<file path="src/rtl/core/html_entity_stream_decoder_assert.svh">
// Assertion macros for the entity decoder, clocked on clock and disabled in reset.
`ifndef HTML_ENTITY_STREAM_DECODER_ASSERT_SVH
`define HTML_ENTITY_STREAM_DECODER_ASSERT_SVH

// The consequent must hold in the same cycle as the antecedent.
`define HESD_ASSERT_NOW(label, ante, cons, msg) \
   label: assert property (@(posedge clock) disable iff (reset) (ante) |-> (cons)) \
      else $error(msg);

// The consequent must hold in the cycle after the antecedent.
`define HESD_ASSERT_NEXT(label, ante, cons, msg) \
   label: assert property (@(posedge clock) disable iff (reset) (ante) |=> (cons)) \
      else $error(msg);

`endif

</file>
<file path="src/rtl/core/hesd_pkg.sv">
`timescale 1ns / 1ps

package hesd_pkg;

   localparam int BUFFER_BYTES = 16;
   localparam int ADDR_W = $clog2(BUFFER_BYTES);
   localparam int FILL_W = $clog2(BUFFER_BYTES + 1);
   localparam int NAMES = 6;

   localparam logic [7:0] AMP_CHAR = 8'h26;
   localparam logic [7:0] SEMI_CHAR = 8'h3B;
   localparam logic [7:0] SPECIAL_MAX = 8'h20;

   typedef struct packed {
      logic       mode;
      logic [7:0] in_byte;
   } req_type;

   typedef struct packed {
      logic [7:0] out_byte;
      logic       last;
   } rsp_type;

   // Names in order: lt, gt, amp, mdash, minus, pi.
   function automatic logic [2:0] name_len(input logic [2:0] k);
      logic [2:0] len;
      case (k)
         3'd0: len = 3'd2;
         3'd1: len = 3'd2;
         3'd2: len = 3'd3;
         3'd3: len = 3'd5;
         3'd4: len = 3'd5;
         3'd5: len = 3'd2;
         default: len = 3'd0;
      endcase
      return len;
   endfunction

   function automatic logic [7:0] name_char(input logic [2:0] k, input logic [2:0] pos);
      logic [39:0] chars;
      case (k)
         3'd0: chars = {"l", "t", 24'h0};
         3'd1: chars = {"g", "t", 24'h0};
         3'd2: chars = {"a", "m", "p", 16'h0};
         3'd3: chars = {"m", "d", "a", "s", "h"};
         3'd4: chars = {"m", "i", "n", "u", "s"};
         3'd5: chars = {"p", "i", 24'h0};
         default: chars = '0;
      endcase
      case (pos)
         3'd0: return chars[39:32];
         3'd1: return chars[31:24];
         3'd2: return chars[23:16];
         3'd3: return chars[15:8];
         3'd4: return chars[7:0];
         default: return 8'h00;
      endcase
   endfunction

   function automatic logic [1:0] repl_len(input logic [2:0] k);
      logic [1:0] len;
      case (k)
         3'd3: len = 2'd3;
         3'd4: len = 2'd3;
         3'd5: len = 2'd2;
         default: len = 2'd1;
      endcase
      return len;
   endfunction

   function automatic logic [23:0] repl_bytes(input logic [2:0] k);
      logic [23:0] b;
      case (k)
         3'd0: b = {8'h3C, 16'h0};
         3'd1: b = {8'h3E, 16'h0};
         3'd2: b = {8'h26, 16'h0};
         3'd3: b = {8'hE2, 8'h80, 8'h94};
         3'd4: b = {8'hE2, 8'h88, 8'h92};
         3'd5: b = {8'hCF, 8'h80, 8'h00};
         default: b = '0;
      endcase
      return b;
   endfunction

endpackage

</file>
<file path="src/rtl/core/html_entity_stream_decoder.sv">
`timescale 1ns / 1ps

// Streaming decoder for named character references (lt, gt, amp, mdash, minus, pi).
// Each request transfer is a text byte or an end-of-stream marker; each response transfer
// is one output byte, with last set on the final byte caused by that request. After a
// request is taken, req_ready stays low while its bytes are sequenced: a byte that is
// buffered leaves the decoder idle, a byte that passes through is sent from ST_TAIL, and
// a flush reads the name buffer one entry at a time with a registered read (ST_MEM_RD,
// then ST_MEM_WR) before any trailing bytes. Stalls on rsp_ready hold the sequencing, and
// a new byte is not taken until the bytes of the last one have been sequenced.
module html_entity_stream_decoder (
   input  logic              clock,
   input  logic              reset,
   input  logic              req_valid,
   output logic              req_ready,
   input  hesd_pkg::req_type req_data,
   output logic              rsp_valid,
   input  logic              rsp_ready,
   output hesd_pkg::rsp_type rsp_data
);

`include "html_entity_stream_decoder_assert.svh"

   localparam logic [1:0] ST_IDLE   = 2'd0;
   localparam logic [1:0] ST_MEM_RD = 2'd1;
   localparam logic [1:0] ST_MEM_WR = 2'd2;
   localparam logic [1:0] ST_TAIL   = 2'd3;

   localparam int FW = hesd_pkg::FILL_W;
   localparam int AW = hesd_pkg::ADDR_W;

   logic [1:0]                 state_ff, state_in;
   logic [FW-1:0]              fill_ff, fill_in;
   logic [hesd_pkg::NAMES-1:0] mask_ff, mask_in;
   logic [FW-1:0]              flush_len_ff, flush_len_in;
   logic [FW-1:0]              ptr_ff, ptr_in;
   logic [2:0][7:0]            tail_ff, tail_in;
   logic [1:0]                 tail_len_ff, tail_len_in;
   logic [1:0]                 tail_idx_ff, tail_idx_in;
   logic                       rsp_valid_ff, rsp_valid_in;
   hesd_pkg::rsp_type          rsp_data_ff, rsp_data_in;
   logic [7:0]                 rd_data_ff;

   logic [7:0]    name_mem [hesd_pkg::BUFFER_BYTES];
   logic          mem_we;
   logic [AW-1:0] mem_waddr;
   logic [7:0]    mem_wdata;

   logic          slot_free;
   logic          hit;
   logic [2:0]    hit_k;
   logic [FW-1:0] pos_w;

   assign req_ready = (state_ff == ST_IDLE);
   assign rsp_valid = rsp_valid_ff;
   assign rsp_data  = rsp_data_ff;
   assign slot_free = !rsp_valid_ff || rsp_ready;
   assign pos_w     = fill_ff - FW'(1);

   always_comb begin
      hit   = 1'b0;
      hit_k = 3'd0;
      for (int k = 0; k < hesd_pkg::NAMES; k++) begin
         if (!hit && mask_ff[k]
             && fill_ff == FW'(hesd_pkg::name_len(3'(k))) + FW'(1)) begin
            hit   = 1'b1;
            hit_k = 3'(k);
         end
      end
   end

   always_comb begin
      logic [7:0]    ch;
      logic [FW-1:0] fl;
      logic [1:0]    tl;
      logic [23:0]   tb;
      ch           = req_data.in_byte;
      fl           = '0;
      tl           = 2'd0;
      tb           = '0;
      state_in     = state_ff;
      fill_in      = fill_ff;
      mask_in      = mask_ff;
      flush_len_in = flush_len_ff;
      ptr_in       = ptr_ff;
      tail_in      = tail_ff;
      tail_len_in  = tail_len_ff;
      tail_idx_in  = tail_idx_ff;
      rsp_valid_in = rsp_valid_ff && !rsp_ready;
      rsp_data_in  = rsp_data_ff;
      mem_we       = 1'b0;
      mem_waddr    = '0;
      mem_wdata    = '0;
      unique case (state_ff)
         ST_IDLE: begin
            if (req_valid) begin
               if (req_data.mode) begin
                  fl      = fill_ff;
                  fill_in = '0;
               end else if (fill_ff != '0) begin
                  if (ch <= hesd_pkg::SPECIAL_MAX) begin
                     fl      = fill_ff;
                     tl      = 2'd1;
                     tb      = {ch, 16'h0};
                     fill_in = '0;
                  end else if (ch == hesd_pkg::AMP_CHAR) begin
                     // Entry zero always holds an ampersand, so rewriting it here
                     // leaves the flush of the old buffer unchanged.
                     fl        = fill_ff;
                     fill_in   = FW'(1);
                     mask_in   = '1;
                     mem_we    = 1'b1;
                     mem_waddr = '0;
                     mem_wdata = hesd_pkg::AMP_CHAR;
                  end else if (ch == hesd_pkg::SEMI_CHAR) begin
                     if (hit) begin
                        tl = hesd_pkg::repl_len(hit_k);
                        tb = hesd_pkg::repl_bytes(hit_k);
                     end else begin
                        fl = fill_ff;
                        tl = 2'd1;
                        tb = {hesd_pkg::SEMI_CHAR, 16'h0};
                     end
                     fill_in = '0;
                  end else if (fill_ff >= FW'(hesd_pkg::BUFFER_BYTES)) begin
                     fl      = fill_ff;
                     tl      = 2'd1;
                     tb      = {ch, 16'h0};
                     fill_in = '0;
                  end else begin
                     mem_we    = 1'b1;
                     mem_waddr = fill_ff[AW-1:0];
                     mem_wdata = ch;
                     fill_in   = fill_ff + FW'(1);
                     for (int k = 0; k < hesd_pkg::NAMES; k++) begin
                        mask_in[k] = mask_ff[k]
                           && pos_w < FW'(hesd_pkg::name_len(3'(k)))
                           && ch == hesd_pkg::name_char(3'(k), pos_w[2:0]);
                     end
                  end
               end else if (ch == hesd_pkg::AMP_CHAR) begin
                  fill_in   = FW'(1);
                  mask_in   = '1;
                  mem_we    = 1'b1;
                  mem_waddr = '0;
                  mem_wdata = hesd_pkg::AMP_CHAR;
               end else begin
                  tl = 2'd1;
                  tb = {ch, 16'h0};
               end
               flush_len_in = fl;
               tail_len_in  = tl;
               tail_in      = {tb[7:0], tb[15:8], tb[23:16]};
               ptr_in       = '0;
               tail_idx_in  = 2'd0;
               if (fl != '0) begin
                  state_in = ST_MEM_RD;
               end else if (tl != 2'd0) begin
                  state_in = ST_TAIL;
               end else begin
                  state_in = ST_IDLE;
               end
            end
         end
         ST_MEM_RD: begin
            state_in = ST_MEM_WR;
         end
         ST_MEM_WR: begin
            if (slot_free) begin
               rsp_valid_in         = 1'b1;
               rsp_data_in.out_byte = rd_data_ff;
               rsp_data_in.last     = (ptr_ff == flush_len_ff - FW'(1))
                                      && (tail_len_ff == 2'd0);
               ptr_in               = ptr_ff + FW'(1);
               if (ptr_ff == flush_len_ff - FW'(1)) begin
                  state_in = (tail_len_ff != 2'd0) ? ST_TAIL : ST_IDLE;
               end else begin
                  state_in = ST_MEM_RD;
               end
            end
         end
         ST_TAIL: begin
            if (slot_free) begin
               rsp_valid_in         = 1'b1;
               rsp_data_in.out_byte = tail_ff[tail_idx_ff];
               rsp_data_in.last     = (tail_idx_ff == tail_len_ff - 2'd1);
               tail_idx_in          = tail_idx_ff + 2'd1;
               if (tail_idx_ff == tail_len_ff - 2'd1) begin
                  state_in = ST_IDLE;
               end
            end
         end
         default: begin
            state_in = ST_IDLE;
         end
      endcase
   end

   always_ff @(posedge clock) begin
      if (reset) begin
         state_ff     <= ST_IDLE;
         fill_ff      <= '0;
         rsp_valid_ff <= 1'b0;
      end else begin
         state_ff     <= state_in;
         fill_ff      <= fill_in;
         rsp_valid_ff <= rsp_valid_in;
      end
   end

   always_ff @(posedge clock) begin
      mask_ff      <= mask_in;
      flush_len_ff <= flush_len_in;
      ptr_ff       <= ptr_in;
      tail_ff      <= tail_in;
      tail_len_ff  <= tail_len_in;
      tail_idx_ff  <= tail_idx_in;
      rsp_data_ff  <= rsp_data_in;
   end

   always_ff @(posedge clock) begin
      if (mem_we) begin
         name_mem[mem_waddr] <= mem_wdata;
      end
   end

   always_ff @(posedge clock) begin
      rd_data_ff <= name_mem[ptr_ff[AW-1:0]];
   end

   `HESD_ASSERT_NOW(a_fill_bound, 1'b1, fill_ff <= FW'(hesd_pkg::BUFFER_BYTES), "fill count beyond buffer size")
   `HESD_ASSERT_NOW(a_ptr_bound, state_ff == ST_MEM_WR, ptr_ff < flush_len_ff, "flush pointer past flush length")
   `HESD_ASSERT_NOW(a_tail_len, state_ff == ST_TAIL, tail_len_ff != 2'd0, "tail state with no tail bytes")
   `HESD_ASSERT_NEXT(a_empty_end, req_valid && req_ready && req_data.mode && fill_ff == '0, state_ff == ST_IDLE, "empty end of stream left the idle state")

endmodule

</file>
<file path="config.mk">
export PLATFORM = sky130hd
export DESIGN_NAME = html_entity_stream_decoder
export DESIGN_NICKNAME = d
export VERILOG_FILES = /design/src/rtl/core/hesd_pkg.sv /design/src/rtl/core/html_entity_stream_decoder.sv
export VERILOG_INCLUDE_DIRS = /design/src /design/src/rtl/core
export SDC_FILE = /design/constraint.sdc
export NUM_CORES = 1
export LEC_CHECK = 0
export BUFFER_PORTS_ARGS = -buffer_cell sky130_fd_sc_hd__buf_4
export CAP_MARGIN = 20
export CORE_ASPECT_RATIO = 0.7
export CORE_MARGIN = 1
export CORE_UTILIZATION = 45
export DETAILED_ROUTE_END_ITERATION = 6
export GPL_TIMING_DRIVEN = 0
export PLACE_DENSITY = 0.64
export SYNTH_ARGS = -nofsm -noshare
export SYNTH_HDL_FRONTEND = slang
export SYNTH_SLANG_ARGS = --single-unit
</file>
<file path="constraint.sdc">
create_clock -name clock -period 2.95 [get_ports clock]
set_input_delay 0.295 -clock clock [delete_from_list [all_inputs] [get_ports clock]]
set_output_delay 0.295 -clock clock [all_outputs]
set_load 0.05 [all_outputs]
</file>
==> impl_results.html, run 1 <==
<table>
<tr><th>Metric</th><th>Value</th></tr>
<tr><th colspan="2">Final layout</th></tr>
<tr><td>Filler cell count in the final layout</td><td>1,510</td></tr>
<tr><td>Non-Filler Cell Area, Final</td><td>10,200 sq um</td></tr>
<tr><td>Area Growth Syn to Fin</td><td>17.4%</td></tr>
<tr><td>Area taken by multi-input logic gates</td><td>3160 sq um</td></tr>
<tr><td>Flip-flop and latch area</td><td>5400 sq um</td></tr>
<tr><td>Nets</td><td>701</td></tr>
<tr><td>Antenna fix cells</td><td>0</td></tr>
<tr><td>Fraction of final layout cells with drive strength greater than 1</td><td>25.7%</td></tr>
<tr><th colspan="2">Timing</th></tr>
<tr><td>Final worst path period share</td><td>99.6%</td></tr>
<tr><td>Setup clock skew after layout</td><td>0.00768 ns</td></tr>
<tr><td>Worst-margin pin slew</td><td>0.869 ns</td></tr>
<tr><td>Hold violation total from the final report</td><td>0</td></tr>
<tr><td>Total setup violations reported at the end of the flow</td><td>0</td></tr>
<tr><td>Hold Worst Slack</td><td>0.265 ns</td></tr>
<tr><td>Fin crit period</td><td>2.94 ns</td></tr>
<tr><td>RSZ-0062 raised after global routing</td><td>yes</td></tr>
<tr><td>Slew Viols, Final</td><td>0</td></tr>
<tr><td>Relative slew slack</td><td>41.9%</td></tr>
<tr><td>Fmax</td><td>340 MHz</td></tr>
<tr><th colspan="2">Power and ir drop</th></tr>
<tr><td>Relative contribution of the clock network to total power</td><td>37.4%</td></tr>
<tr><td>Reported net switching power</td><td>1.53 mW</td></tr>
<tr><td>Post-route total power</td><td>6.01 mW</td></tr>
<tr><td>Power density relative to cell area</td><td>592 nW/um^2</td></tr>
<tr><td>Combinational fraction of design power</td><td>12.7%</td></tr>
<tr><td>Sequential Power Share</td><td>49.9%</td></tr>
<tr><td>Sw Share</td><td>25.5%</td></tr>
<tr><td>Cell internal power dissipation</td><td>4.48 mW</td></tr>
<tr><td>Highest ir drop seen on vdd</td><td>467 uV</td></tr>
<tr><td>Leakage dissipation</td><td>3.11 nW</td></tr>
<tr><th colspan="2">Floorplanning</th></tr>
<tr><td>Area inside the core boundary</td><td>18,900 sq um</td></tr>
<tr><td>Top-Level Pins</td><td>24</td></tr>
<tr><td>Y dimension of the die</td><td>118 um</td></tr>
<tr><td>Initial standard-cell utilization of the core</td><td>45.8%</td></tr>
<tr><td>Number of placement rows</td><td>42</td></tr>
<tr><td>DIE WIDTH</td><td>168 um</td></tr>
<tr><td>Area of the die</td><td>19,800 sq um</td></tr>
<tr><th colspan="2">Worst setup path</th></tr>
<tr><td>Element type at the critical path start</td><td>flip-flop</td></tr>
<tr><td>Critical path endpoint category</td><td>flip-flop</td></tr>
<tr><td>Critical path peak fanout</td><td>10</td></tr>
<tr><td>Arrival @ worst endpoint</td><td>3.00 ns</td></tr>
<tr><td>Required time at the endpoint of the critical path</td><td>3.01 ns</td></tr>
<tr><td>Crit Path Class</td><td>flip-flop to flip-flop</td></tr>
<tr><th colspan="2">Detailed routing</th></tr>
<tr><td>Detailed Routing Iterations Pass 1</td><td>5</td></tr>
<tr><td>Vias per Instance</td><td>5.97</td></tr>
<tr><td>Vias post-DR</td><td>5,578</td></tr>
<tr><td>Antenna viol nets, final</td><td>0</td></tr>
<tr><td>DRC violations left</td><td>0</td></tr>
<tr><td>Routed WL per cell</td><td>21.9 um</td></tr>
<tr><td>Iteration-0 DRC count of the detailed router</td><td>656</td></tr>
<tr><td>Overall routed net length</td><td>20.5 mm</td></tr>
<tr><th colspan="2">Yosys</th></tr>
<tr><td>Number of storage elements in the synthesis netlist</td><td>185</td></tr>
<tr><td>Largest area contributor in the synthesized netlist</td><td>edfxtp_1</td></tr>
<tr><td>Syn avg cell area</td><td>14.1 sq um</td></tr>
<tr><td>Fraction of the yosys area taken by sequential cells</td><td>62.4%</td></tr>
<tr><td>Netlist area before placement</td><td>8650 sq um</td></tr>
<tr><td>Library cells used by synthesis</td><td>66</td></tr>
<tr><td>Cell types occupying the most area after synthesis</td><td>edfxtp_1 (59%), mux4_2 (10%), dfxtp_1 (3.7%)</td></tr>
<tr><td>Share of flip-flops with an asynchronous set or reset after synthesis</td><td>0%</td></tr>
<tr><td>Number of instances in the synthesized netlist</td><td>613</td></tr>
<tr><td>Count leader, synth</td><td>edfxtp_1</td></tr>
<tr><td>Leading cell types by count after synthesis</td><td>edfxtp_1 (169), nor2_1 (49), mux4_2 (40)</td></tr>
<tr><td>Post-synth EDFFs</td><td>169</td></tr>
<tr><td>Net count of the mapped netlist</td><td>635</td></tr>
<tr><td>Top-area cell type share of the netlist area</td><td>58.7%</td></tr>
<tr><td>Yosys synthesis warning count</td><td>0</td></tr>
<tr><td>Most common flop cell mapped by yosys</td><td>edfxtp_1</td></tr>
<tr><th colspan="2">Global route</th></tr>
<tr><td>First-pass GRT wire length</td><td>31.4 mm</td></tr>
<tr><td>Global Route Usage Sum</td><td>21.9%</td></tr>
<tr><td>Routing usage on met1</td><td>34.7%</td></tr>
<tr><td>Met2 Use GR</td><td>29.4%</td></tr>
<tr><td>GRT met3 Usage</td><td>5.31%</td></tr>
<tr><td>Residual overflow from global routing</td><td>0</td></tr>
<tr><td>Via count of the first global-routing pass</td><td>5,251</td></tr>
<tr><td>Pin count of the biggest net entering global routing</td><td>21</td></tr>
<tr><td>Busiest layer in global routing</td><td>met1</td></tr>
<tr><td>Initial antenna violation count</td><td>1</td></tr>
<tr><th colspan="2">Clock tree</th></tr>
<tr><td>Buffer levels on the longest clock path</td><td>2</td></tr>
<tr><td>Hold buffers post-CTS</td><td>0</td></tr>
<tr><td>CTS tree</td><td>built</td></tr>
<tr><td>TritonCTS Sinks</td><td>185</td></tr>
<tr><td>Cell at the root of the clock tree</td><td>clkbuf_16</td></tr>
<tr><td>Clk_lat worst skew</td><td>0.43 ns</td></tr>
<tr><td>Clock transition time at the flip-flop clock pins of the worst setup and hold paths</td><td>0.07 ns</td></tr>
<tr><td>Inserted Clock Buffers</td><td>17</td></tr>
<tr><td>Max H-tree Level</td><td>4</td></tr>
<tr><th colspan="2">Placed design</th></tr>
<tr><td>RD Place Congestion</td><td>0.892</td></tr>
<tr><td>Area after DPL</td><td>9140 sq um</td></tr>
<tr><td>Total half-perimeter wirelength after legalization and detailed placement</td><td>14.5 mm</td></tr>
<tr><td>I/O Buffers</td><td>22</td></tr>
<tr><th colspan="2">Run status</th></tr>
<tr><td>Outcome</td><td>completed</td></tr>
<tr><th colspan="2">Run</th></tr>
<tr><td>Maxcap violations</td><td>0</td></tr>
<tr><th colspan="2">Hold path</th></tr>
<tr><td>Path category of the worst min-delay check</td><td>primary input to flip-flop</td></tr>
</table>
[cell type report]
type | instances | share of cell area [%]
repair buffers | 48 | 4.24
plain buffers | 37 | 1.95
inverters | 19 | 0.739
multi-input cells | 371 | 31.1
clock buffers | 20 | 4.82
flip-flops and latches | 185 | 53.2
clock inverters | 12 | 0.986
well taps | 242 | 2.98
[through the flow]
stage               utilization (%)  setup TNS (ns)  std cells  setup WS [ns]
finish                         53.8               0        934         0.0131
global placement               48.4         -162.26        877          -1.21
global route                   53.8           -2.18        934         -0.104
floorplan                         -           -1.85        613        -0.0610
detailed placement             48.5         -151.75        879          -1.09
CTS                            53.2               0        924        0.00876
[power by group through the flow]
stage	Combinational [mW]	Sequential [mW]	Clock (mW)
2_1_floorplan	0.506	3.10	0
3_3_place_gp	0.752	3.06	0
3_5_place_dp	0.763	3.06	0
4_1_cts	0.765	3.00	2.28
5_1_grt	0.827	3.01	2.39
6_report	0.762	3.00	2.25
[cell usage in the layout, fill, tap and decap left out, drive strengths merged, types with 4 or more instances in the layout]
cell,n
or2,7
nor3,14
nand4,8
nor3b,5
nor2b,11
clkbuf,41
ha,9
nor2,51
nand2b,4
buf,64
inv,25
nor4b,6
o21ai,26
mux2i,7
xor2,9
nand2,37
or3,6
mux4,40
xnor2,14
and3,10
a211oi,5
and2,12
clkinv,5
a22o,6
a21oi,18
nand3,13
dfxtp,16
a31oi,6
edfxtp,169
[worst max-delay path, stage by stage, from the launching register on]
cell and delay, ns:
dfxtp_1 0.29, buf_2 0.18, clkbuf_1 0.25, nor2_1 0.46, nand3_1 0.25, or3b_2 0.63, nor2_2 0.51
[repair_timing]
action	CTS	global route
gates cloned	0	0
buffers inserted	14	10
pin swaps	12	6
endpoints found under the setup margin	265	189
gates resized for setup	38	12
[metal layers]
metal  up-vias  part of all wire (%)
met1      2797                    46
met2       255                    42
li1       2498                     -
met3        28                   9.7
met5         -                     0
met4         0                   1.5
[worst paths after layout]
| path | slack [ns] | to | cells after the start | start |
|---|---|---|---|---|
| setup reg to reg | 0.01 | name_mem[9][5]$_DFFE_PP_ | 6 | fill_ff[4]$_SDFFE_PP0P_ |
| hold reg to reg | 0.56 | rsp_data[2]$_DFFE_PP_ | 2 | rd_data_ff[1]$_DFF_P_ |
| hold / removal | 0.26 | tail_ff[7]$_SDFFCE_PP0P_ | 2 | req_data[7] |
| setup / recovery | 0.01 | name_mem[9][5]$_DFFE_PP_ | 6 | fill_ff[4]$_SDFFE_PP0P_ |
[cell families after synthesis]
logic type | after synthesis | share of synthesized area, %
muxes | 48 | 11.4
adders and majority gates | 9 | 1.30
DFF | 185 | 62.4
and+or+nand+nor | 197 | 12.4
xor gates and xnor gates | 23 | 2.33
AOI/OAI and AO/OA | 94 | 7.41
buffers and inverters | 57 | 2.82
[flip-flops by register name, indices dropped and copies added (netlist names)]
name and cells:
name_mem 128, tail_ff 12, rsp_data 9, rd_data_ff 8, mask_ff 6, fill_ff 5, flush_len_ff 5, ptr_ff 5
state_ff 2, tail_idx_ff 2, tail_len_ff 2, rsp_valid 1
Note: power is estimated with default switching activity, not from simulation.
==> inputs of run 2 (changes only) <==
--- a/config.mk
+++ b/config.mk
@@ -13,7 +13,7 @@
 export CORE_UTILIZATION = 45
 export DETAILED_ROUTE_END_ITERATION = 6
 export GPL_TIMING_DRIVEN = 0
-export PLACE_DENSITY = 0.64
+export PLACE_DENSITY = 0.62
 export SYNTH_ARGS = -nofsm -noshare
 export SYNTH_HDL_FRONTEND = slang
 export SYNTH_SLANG_ARGS = --single-unit
==> constraint.sdc (replaced) <==
create_clock -name clock -period 3.1 [get_ports clock]
set_input_delay 0.31 -clock clock [delete_from_list [all_inputs] [get_ports clock]]
set_output_delay 0.31 -clock clock [all_outputs]
set_load 0.05 [all_outputs]
==> run 2 against run 1 <==
The run now ends with DRC left. Power is 5.7% lower. Combinational power fell by 4.6%. Clock-buffer cell count grew 4. Die area stayed put. Clock power fell by 8%. Worst hold slack improved by 0.025 ns. Register-to-register slack improved by 0.098 ns. Sequential share of layout area up 0.28 points. Critical path type unchanged. Largest power group unchanged.
==> impl_results.html, run 2 (same netlist as run 1, synthesis figures left out) <==
<table>
<tr><th>Metric</th><th>Value</th></tr>
<tr><th colspan="2">Floorplanning</th></tr>
<tr><td>Area inside the core boundary</td><td>18,900 sq um (unchanged)</td></tr>
<tr><td>Top-Level Pins</td><td>24 (unchanged)</td></tr>
<tr><td>Area of the die</td><td>19,800 sq um (unchanged)</td></tr>
<tr><td>Initial standard-cell utilization of the core</td><td>45.8% (unchanged)</td></tr>
<tr><td>Number of placement rows</td><td>42 (unchanged)</td></tr>
<tr><td>Y dimension of the die</td><td>118 um (unchanged)</td></tr>
<tr><td>DIE WIDTH</td><td>168 um (unchanged)</td></tr>
<tr><th colspan="2">Final layout</th></tr>
<tr><td>Area Growth Syn to Fin</td><td>16.7% (was 17.4%)</td></tr>
<tr><td>Nets</td><td>694 (was 701)</td></tr>
<tr><td>Antenna fix cells</td><td>0 (unchanged)</td></tr>
<tr><td>Commonest cells after routing, fill and taps aside</td><td>edfxtp_1 (169), mux4_2 (40), buf_4 (37), nor2_1 (36), nand2_1 (36) (was edfxtp_1 (169), buf_4 (43), mux4_2 (40), nand2_1 (37), nor2_1 (35))</td></tr>
<tr><td>Filler cell count in the final layout</td><td>1,550 (was 1,510)</td></tr>
<tr><td>Area taken by multi-input logic gates</td><td>3150 sq um (was 3160 sq um)</td></tr>
<tr><td>Final standard cell count with taps included and fillers excluded</td><td>927 (was 934)</td></tr>
<tr><td>Fraction of final layout cells with drive strength greater than 1</td><td>24.1% (was 25.7%)</td></tr>
<tr><td>Flip-flop and latch area</td><td>5400 sq um (about the same)</td></tr>
<tr><td>Commonest non-fill, non-tap cell in the layout</td><td>edfxtp_1 (unchanged)</td></tr>
<tr><td>Flip-flop count of the largest register after layout</td><td>128 (unchanged)</td></tr>
<tr><td>Largest register by flop count</td><td>name_mem (unchanged)</td></tr>
<tr><th colspan="2">Timing</th></tr>
<tr><td>Fin crit period</td><td>2.99 ns (was 2.94 ns)</td></tr>
<tr><td>Worst-margin pin slew</td><td>0.816 ns (was 0.869 ns)</td></tr>
<tr><td>Relative slew slack</td><td>45.4% (was 41.9%)</td></tr>
<tr><td>Final worst path period share</td><td>96.4% (was 99.6%)</td></tr>
<tr><td>Setup clock skew after layout</td><td>0.00854 ns (was 0.00768 ns)</td></tr>
<tr><td>Slew Viols, Final</td><td>0 (unchanged)</td></tr>
<tr><td>Total setup violations reported at the end of the flow</td><td>0 (unchanged)</td></tr>
<tr><td>Hold violation total from the final report</td><td>0 (unchanged)</td></tr>
<tr><td>RSZ-0062 raised after global routing</td><td>no (was yes)</td></tr>
<tr><td>Worst path setup slack after routing</td><td>0.111 ns (was 0.0131 ns)</td></tr>
<tr><td>Fmax</td><td>335 MHz (was 340 MHz)</td></tr>
<tr><th colspan="2">Clock tree</th></tr>
<tr><td>TritonCTS Sinks</td><td>185 (unchanged)</td></tr>
<tr><td>Buffer levels on the longest clock path</td><td>2 (unchanged)</td></tr>
<tr><td>Cell at the root of the clock tree</td><td>clkbuf_16 (unchanged)</td></tr>
<tr><td>Max H-tree Level</td><td>4 (unchanged)</td></tr>
<tr><td>CTS tree</td><td>built (unchanged)</td></tr>
<tr><td>Clock transition time at the flip-flop clock pins of the worst setup and hold paths</td><td>0.07 ns (about the same)</td></tr>
<tr><td>Hold buffers post-CTS</td><td>0 (unchanged)</td></tr>
<tr><td>Clk_lat worst skew</td><td>0.43 ns (about the same)</td></tr>
<tr><td>Inserted Clock Buffers</td><td>17 (unchanged)</td></tr>
<tr><th colspan="2">Worst setup path</th></tr>
<tr><td>Destination of the worst register-to-register timing path</td><td>name_mem[8][1]$_DFFE_PP_ (was name_mem[9][5]$_DFFE_PP_)</td></tr>
<tr><td>Crit Path Class</td><td>flip-flop to flip-flop (unchanged)</td></tr>
<tr><td>Startpoint of the lowest-slack register-to-register path</td><td>fill_ff[0]$_SDFFE_PP0P_ (was fill_ff[4]$_SDFFE_PP0P_)</td></tr>
<tr><td>Critical path endpoint category</td><td>flip-flop (unchanged)</td></tr>
<tr><td>Arrival @ worst endpoint</td><td>3.13 ns (was 3.00 ns)</td></tr>
<tr><td>Worst reg-to-reg setup slack</td><td>0.11 ns (was 0.01 ns)</td></tr>
<tr><td>Cell count of the worst reg-to-reg path</td><td>13 (was 6)</td></tr>
<tr><td>Required time at the endpoint of the critical path</td><td>3.24 ns (was 3.01 ns)</td></tr>
<tr><td>Element type at the critical path start</td><td>flip-flop (unchanged)</td></tr>
<tr><td>Critical path peak fanout</td><td>10 (unchanged)</td></tr>
<tr><th colspan="2">Detailed routing</th></tr>
<tr><td>DRC violations left</td><td>1 (was 0)</td></tr>
<tr><td>Vias post-DR</td><td>5,537 (was 5,578)</td></tr>
<tr><td>Iteration-0 DRC count of the detailed router</td><td>665 (was 656)</td></tr>
<tr><td>Routed WL per cell</td><td>22.5 um (was 21.9 um)</td></tr>
<tr><td>Antenna viol nets, final</td><td>0 (unchanged)</td></tr>
<tr><td>Detailed Routing Iterations Pass 1</td><td>7 (was 5)</td></tr>
<tr><td>Vias per Instance</td><td>5.97 (about the same)</td></tr>
<tr><td>Overall routed net length</td><td>20.9 mm (was 20.5 mm)</td></tr>
<tr><th colspan="2">Power and ir drop</th></tr>
<tr><td>Leakage dissipation</td><td>3.06 nW (was 3.11 nW)</td></tr>
<tr><td>Highest ir drop seen on vdd</td><td>378 uV (was 467 uV)</td></tr>
<tr><td>Post-route total power</td><td>5.67 mW (was 6.01 mW)</td></tr>
<tr><td>Power density relative to cell area</td><td>562 nW/um^2 (was 592 nW/um^2)</td></tr>
<tr><th colspan="2">Global route</th></tr>
<tr><td>Via count of the first global-routing pass</td><td>5,313 (was 5,251)</td></tr>
<tr><td>Global Route Usage Sum</td><td>22.1% (was 21.9%)</td></tr>
<tr><td>First-pass GRT wire length</td><td>31.8 mm (was 31.4 mm)</td></tr>
<tr><td>Initial antenna violation count</td><td>0 (was 1)</td></tr>
<tr><td>Pin count of the biggest net entering global routing</td><td>21 (unchanged)</td></tr>
<tr><td>Residual overflow from global routing</td><td>0 (unchanged)</td></tr>
<tr><th colspan="2">Hold path</th></tr>
<tr><td>Destination of the worst hold path</td><td>tail_ff[7]$_SDFFCE_PP0P_ (unchanged)</td></tr>
<tr><td>Hold path cells</td><td>2 (unchanged)</td></tr>
<tr><td>Path category of the worst min-delay check</td><td>primary input to flip-flop (unchanged)</td></tr>
<tr><td>Start point of the worst min-delay path</td><td>req_data[7] (unchanged)</td></tr>
<tr><th colspan="2">Placed design</th></tr>
<tr><td>Count of placed standard cells including taps</td><td>879 (unchanged)</td></tr>
<tr><td>Pre-CTS setup slack</td><td>-1.08 ns (was -1.09 ns)</td></tr>
<tr><td>I/O Buffers</td><td>22 (unchanged)</td></tr>
<tr><td>Total half-perimeter wirelength after legalization and detailed placement</td><td>14.6 mm (was 14.5 mm)</td></tr>
<tr><td>RD Place Congestion</td><td>0.934 (was 0.892)</td></tr>
<tr><th colspan="2">Run status</th></tr>
<tr><td>Violations in the final reports</td><td>DRC</td></tr>
<tr><td>Outcome</td><td>finished, violations left (was completed)</td></tr>
<tr><th colspan="2">Run</th></tr>
<tr><td>Maxcap violations</td><td>0 (unchanged)</td></tr>
</table>
-- run 2: cell count changes in the layout (fill, tap and decap cells not counted), moves of 2 or more --
cell,before,now
buf_8,2,0
nor2_4,11,13
dfxtp_4,2,0
buf_12,5,8
inv_4,3,0
buf_6,5,3
clkinvlp_4,1,3
dfxtp_1,14,16
nor2_2,5,2
clkinv_2,0,3
clkinv_4,5,1
buf_4,43,37
clkbuf_1,21,24
-- run 2: critical path, stage by stage (launching register included) --
cell      delay (ns)
dfxtp_1         0.35
buf_4           0.20
inv_2           0.10
ha_1            0.18
buf_4           0.17
nor4b_4         0.28
buf_4           0.19
nor2_4          0.05
a21boi_4        0.15
and2_4          0.18
buf_6           0.13
a211o_4         0.39
nor2_4          0.15
buf_12          0.14
-- run 2: area by class of cell --
class / count / share of cell area [%]
inverters: 19 / 0.744
clock buffers: 24 / 5.10
plain buffers: 37 / 1.77
clock inverters: 8 / 0.558
well taps: 242 / 3.00
flip-flops and latches: 185 / 53.5
multi-input cells: 371 / 31.3
repair buffers: 41 / 4.08
-- run 2: metrics by stage --
step / hold WS (ns) / TNS [ns] / util (%) / cell area (sq um)
after floorplan: 0.478 / -0.384 / - / 8650
final: 0.290 / 0 / 53.5 / 10100
after CTS: 0.254 / 0 / 53.1 / 10000
after detailed placement: 0.543 / -125.03 / 48.4 / 9130
after global placement: 0.557 / -134.83 / 48.3 / 9110
after global routing: 0.261 / 0 / 53.5 / 10100
-- run 2: how the worst max path moves through the flow --
stage,start,end,slack [ns],cells past startpoint
after floorplan,fill_ff[0]$_SDFFE_PP0P_,name_mem[0][0]$_DFFE_PP_,-0.02,11
after global placement,fill_ff[0]$_SDFFE_PP0P_,name_mem[8][1]$_DFFE_PP_,-1.07,10
after detailed placement,fill_ff[0]$_SDFFE_PP0P_,name_mem[0][7]$_DFFE_PP_,-1.08,11
after CTS,fill_ff[0]$_SDFFE_PP0P_,name_mem[11][2]$_DFFE_PP_,0.03,10
after global routing,fill_ff[0]$_SDFFE_PP0P_,name_mem[5][7]$_DFFE_PP_,0.0008,8
final,fill_ff[0]$_SDFFE_PP0P_,name_mem[8][1]$_DFFE_PP_,0.11,13
-- run 2: metal layers --
| layer | share of wire (%) | GRT usage [%] | vias up |
|---|---|---|---|
| li1 | - | - | 2487 |
| met1 | 46 | 34.5 | 2759 |
| met2 | 43 | 30.2 | 264 |
| met3 | 9.7 | 5.68 | 27 |
| met4 | 1.6 | 6.02 | 0 |
| met5 | 0 | 0 | - |
-- run 2: timing repair --
action                     CTS  global route
hold endpoints to repair     0             0
buffers inserted            13             4
setup endpoints to repair  193           156
pin swaps                    9             2
resized for setup           32            14
-- run 2: power breakdown --
part | internal, mW | switching [mW] | leakage [nW] | total, mW
logic | 0.293 | 0.433 | 1.35 | 0.727
clock network | 1.17 | 0.908 | 0.277 | 2.08
registers | 2.81 | 0.0573 | 1.44 | 2.86
==> inputs of run 3 (changes only) <==
--- a/config.mk
+++ b/config.mk
@@ -14,6 +14,7 @@
 export DETAILED_ROUTE_END_ITERATION = 6
 export GPL_TIMING_DRIVEN = 0
 export PLACE_DENSITY = 0.62
+export RECOVER_POWER = 100
 export SYNTH_ARGS = -nofsm -noshare
 export SYNTH_HDL_FRONTEND = slang
 export SYNTH_SLANG_ARGS = --single-unit
==> run 3 against run 2 <==
The flow still finishes with violations (DRC). Sequential power barely moved. Final cell count stayed put. Combinational power down 3%. Highest routed layer unchanged.
==> impl_results.html, run 3 (same netlist as run 1, synthesis figures left out) <==
<table>
<tr><th>Metric</th><th>Value</th></tr>
<tr><th colspan="2">Final layout</th></tr>
<tr><td>Nets</td><td>694 (unchanged)</td></tr>
<tr><td>Core occupancy in the finished layout</td><td>53.2% (was 53.5%)</td></tr>
<tr><td>Commonest cells after routing, fill and taps aside</td><td>edfxtp_1 (169), mux4_2 (40), clkbuf_1 (39), nor2_1 (36), nand2_1 (36) (was edfxtp_1 (169), mux4_2 (40), buf_4 (37), nor2_1 (36), nand2_1 (36))</td></tr>
<tr><td>Antenna fix cells</td><td>0 (unchanged)</td></tr>
<tr><td>Commonest non-fill, non-tap cell in the layout</td><td>edfxtp_1 (unchanged)</td></tr>
<tr><td>Area Growth Syn to Fin</td><td>16.1% (was 16.7%)</td></tr>
<tr><td>Largest register by flop count</td><td>name_mem (unchanged)</td></tr>
<tr><td>Flip-flop count of the largest register after layout</td><td>128 (unchanged)</td></tr>
<tr><td>Fraction of final layout cells with drive strength greater than 1</td><td>22.2% (was 24.1%)</td></tr>
<tr><th colspan="2">Run status</th></tr>
<tr><td>Violations in the final reports</td><td>DRC (unchanged)</td></tr>
<tr><td>Outcome</td><td>finished, violations left (unchanged)</td></tr>
<tr><th colspan="2">Timing</th></tr>
<tr><td>Final sum of negative setup slack</td><td>0 ns (unchanged)</td></tr>
<tr><td>Relative slew slack</td><td>42.1% (was 45.4%)</td></tr>
<tr><td>RSZ-0062 raised after global routing</td><td>no (unchanged)</td></tr>
<tr><td>Hold violation total from the final report</td><td>0 (unchanged)</td></tr>
<tr><td>Worst-margin pin slew</td><td>0.869 ns (was 0.816 ns)</td></tr>
<tr><td>Fin crit period</td><td>2.99 ns (about the same)</td></tr>
<tr><td>Setup clock skew after layout</td><td>0.0101 ns (was 0.00854 ns)</td></tr>
<tr><td>Slew Viols, Final</td><td>0 (unchanged)</td></tr>
<tr><td>Final worst path period share</td><td>96.6% (was 96.4%)</td></tr>
<tr><td>Total setup violations reported at the end of the flow</td><td>0 (unchanged)</td></tr>
<tr><td>Hold Worst Slack</td><td>0.286 ns (was 0.290 ns)</td></tr>
<tr><td>Fmax</td><td>334 MHz (was 335 MHz)</td></tr>
<tr><th colspan="2">Worst setup path</th></tr>
<tr><td>Critical path peak fanout</td><td>10 (unchanged)</td></tr>
<tr><td>Arrival @ worst endpoint</td><td>3.13 ns (about the same)</td></tr>
<tr><td>Crit Path Class</td><td>flip-flop to flip-flop (unchanged)</td></tr>
<tr><td>Required time at the endpoint of the critical path</td><td>3.24 ns (about the same)</td></tr>
<tr><td>Element type at the critical path start</td><td>flip-flop (unchanged)</td></tr>
<tr><td>Critical path endpoint category</td><td>flip-flop (unchanged)</td></tr>
<tr><th colspan="2">Detailed routing</th></tr>
<tr><td>Antenna viol nets, final</td><td>0 (unchanged)</td></tr>
<tr><td>Routed WL per cell</td><td>22.5 um (about the same)</td></tr>
<tr><td>Vias per Instance</td><td>5.98 (was 5.97)</td></tr>
<tr><td>Vias post-DR</td><td>5,545 (was 5,537)</td></tr>
<tr><td>DRC violations left</td><td>1 (unchanged)</td></tr>
<tr><td>Iteration-0 DRC count of the detailed router</td><td>671 (was 665)</td></tr>
<tr><td>Detailed Routing Iterations Pass 1</td><td>7 (unchanged)</td></tr>
<tr><td>Overall routed net length</td><td>20.9 mm (about the same)</td></tr>
<tr><th colspan="2">Global route</th></tr>
<tr><td>Initial antenna violation count</td><td>0 (unchanged)</td></tr>
<tr><td>First-pass GRT wire length</td><td>31.8 mm (unchanged)</td></tr>
<tr><td>Residual overflow from global routing</td><td>0 (unchanged)</td></tr>
<tr><td>Pin count of the biggest net entering global routing</td><td>21 (unchanged)</td></tr>
<tr><td>Via count of the first global-routing pass</td><td>5,313 (unchanged)</td></tr>
<tr><td>Global Route Usage Sum</td><td>22.1% (unchanged)</td></tr>
<tr><th colspan="2">Floorplanning</th></tr>
<tr><td>DIE WIDTH</td><td>168 um (unchanged)</td></tr>
<tr><td>Area of the die</td><td>19,800 sq um (unchanged)</td></tr>
<tr><td>Y dimension of the die</td><td>118 um (unchanged)</td></tr>
<tr><td>Area inside the core boundary</td><td>18,900 sq um (unchanged)</td></tr>
<tr><td>Initial standard-cell utilization of the core</td><td>45.8% (unchanged)</td></tr>
<tr><td>Number of placement rows</td><td>42 (unchanged)</td></tr>
<tr><td>Top-Level Pins</td><td>24 (unchanged)</td></tr>
<tr><th colspan="2">Clock tree</th></tr>
<tr><td>Inserted Clock Buffers</td><td>17 (unchanged)</td></tr>
<tr><td>CTS tree</td><td>built (unchanged)</td></tr>
<tr><td>TritonCTS Sinks</td><td>185 (unchanged)</td></tr>
<tr><td>Cell at the root of the clock tree</td><td>clkbuf_16 (unchanged)</td></tr>
<tr><td>Buffer levels on the longest clock path</td><td>2 (unchanged)</td></tr>
<tr><td>Max H-tree Level</td><td>4 (unchanged)</td></tr>
<tr><td>Clk_lat worst skew</td><td>0.43 ns (about the same)</td></tr>
<tr><td>Clock transition time at the flip-flop clock pins of the worst setup and hold paths</td><td>0.07 ns (about the same)</td></tr>
<tr><th colspan="2">Placed design</th></tr>
<tr><td>I/O Buffers</td><td>22 (unchanged)</td></tr>
<tr><td>Total half-perimeter wirelength after legalization and detailed placement</td><td>14.6 mm (unchanged)</td></tr>
<tr><td>RD Place Congestion</td><td>0.934 (unchanged)</td></tr>
<tr><th colspan="2">Run</th></tr>
<tr><td>Maxcap violations</td><td>0 (unchanged)</td></tr>
<tr><th colspan="2">Power and ir drop</th></tr>
<tr><td>Highest ir drop seen on vdd</td><td>376 uV (was 378 uV)</td></tr>
<tr><td>Leakage dissipation</td><td>3.01 nW (was 3.06 nW)</td></tr>
<tr><td>Power density relative to cell area</td><td>562 nW/um^2 (about the same)</td></tr>
<tr><th colspan="2">Hold path</th></tr>
<tr><td>Path category of the worst min-delay check</td><td>primary input to flip-flop (unchanged)</td></tr>
</table>
==> run 3: cell count changes in the layout (fill, tap and decap cells not counted) <==
cell	previous run	this run
and2_1	11	9
buf_1	4	2
and2_0	0	2
buf_4	37	26
buf_2	5	3
clkbuf_1	24	39
==> run 3: per-stage QoR <==
step                area [sq um]  instances  worst slack, ns  power, mW
finish                     10000        927            0.106       5.65
global route               10000        927         0.000804       5.84
global placement            9110        877            -1.07       3.63
floorplan                   8650        613          -0.0156       3.43
detailed placement          9130        879            -1.08       3.64
CTS                        10000        923           0.0253       5.70
==> run 3: worst paths after layout <==
check	endpoint	cells after the start	slack, ns	start
setup reg to reg	name_mem[8][1]$_DFFE_PP_	13	0.11	fill_ff[0]$_SDFFE_PP0P_
hold / removal	tail_ff[7]$_SDFFCE_PP0P_	2	0.29	req_data[7]
hold reg to reg	rsp_data[2]$_DFFE_PP_	2	0.54	rd_data_ff[1]$_DFF_P_
setup / recovery	name_mem[8][1]$_DFFE_PP_	13	0.11	fill_ff[0]$_SDFFE_PP0P_
==> run 3: area by class of cell <==
cell class	count	area [sq um]
Fill cell	1555	8820
Sequential cell	185	5400
Multi-Input combinational cell	371	3150
Clock buffer	24	514
Timing Repair Buffer	41	370
Tap cell	242	303
Buffer	37	176
Inverter	19	75.1
Clock inverter	8	56.3
==> run 3: power breakdown <==
group          internal (mW)  switching (mW)
Combinational          0.275           0.433
Clock                   1.17           0.909
Sequential              2.81          0.0566
==> run 3: layer usage <==
metal / share of wire, % / vias up / wire length, um / track usage (%)
met1: 46 / 2755 / 9680 / 34.5
met2: 42 / 274 / 8880 / 30.2
met3: 9.5 / 34 / 1990 / 5.68
met4: 1.7 / 0 / 346 / 6.02
met5: 0 / - / 0 / 0
li1: - / 2482 / - / -
==> run 3: repair_timing <==
item,CTS,global route
pin swaps,9,2
hold buffers,0,0
setup buffers,13,4
resized for setup,32,14
endpoints found under the setup margin,193,156
==> run 3: worst max-delay path, cell delays in order (launching register included) <==
cell and delay (ns):
dfxtp_1 0.35, buf_4 0.20, inv_2 0.10, ha_1 0.18, buf_4 0.17, nor4b_4 0.29, buf_4 0.19, nor2_4 0.05
a21boi_4 0.15, and2_4 0.18, buf_6 0.13, a211o_4 0.40, nor2_4 0.15, buf_12 0.14
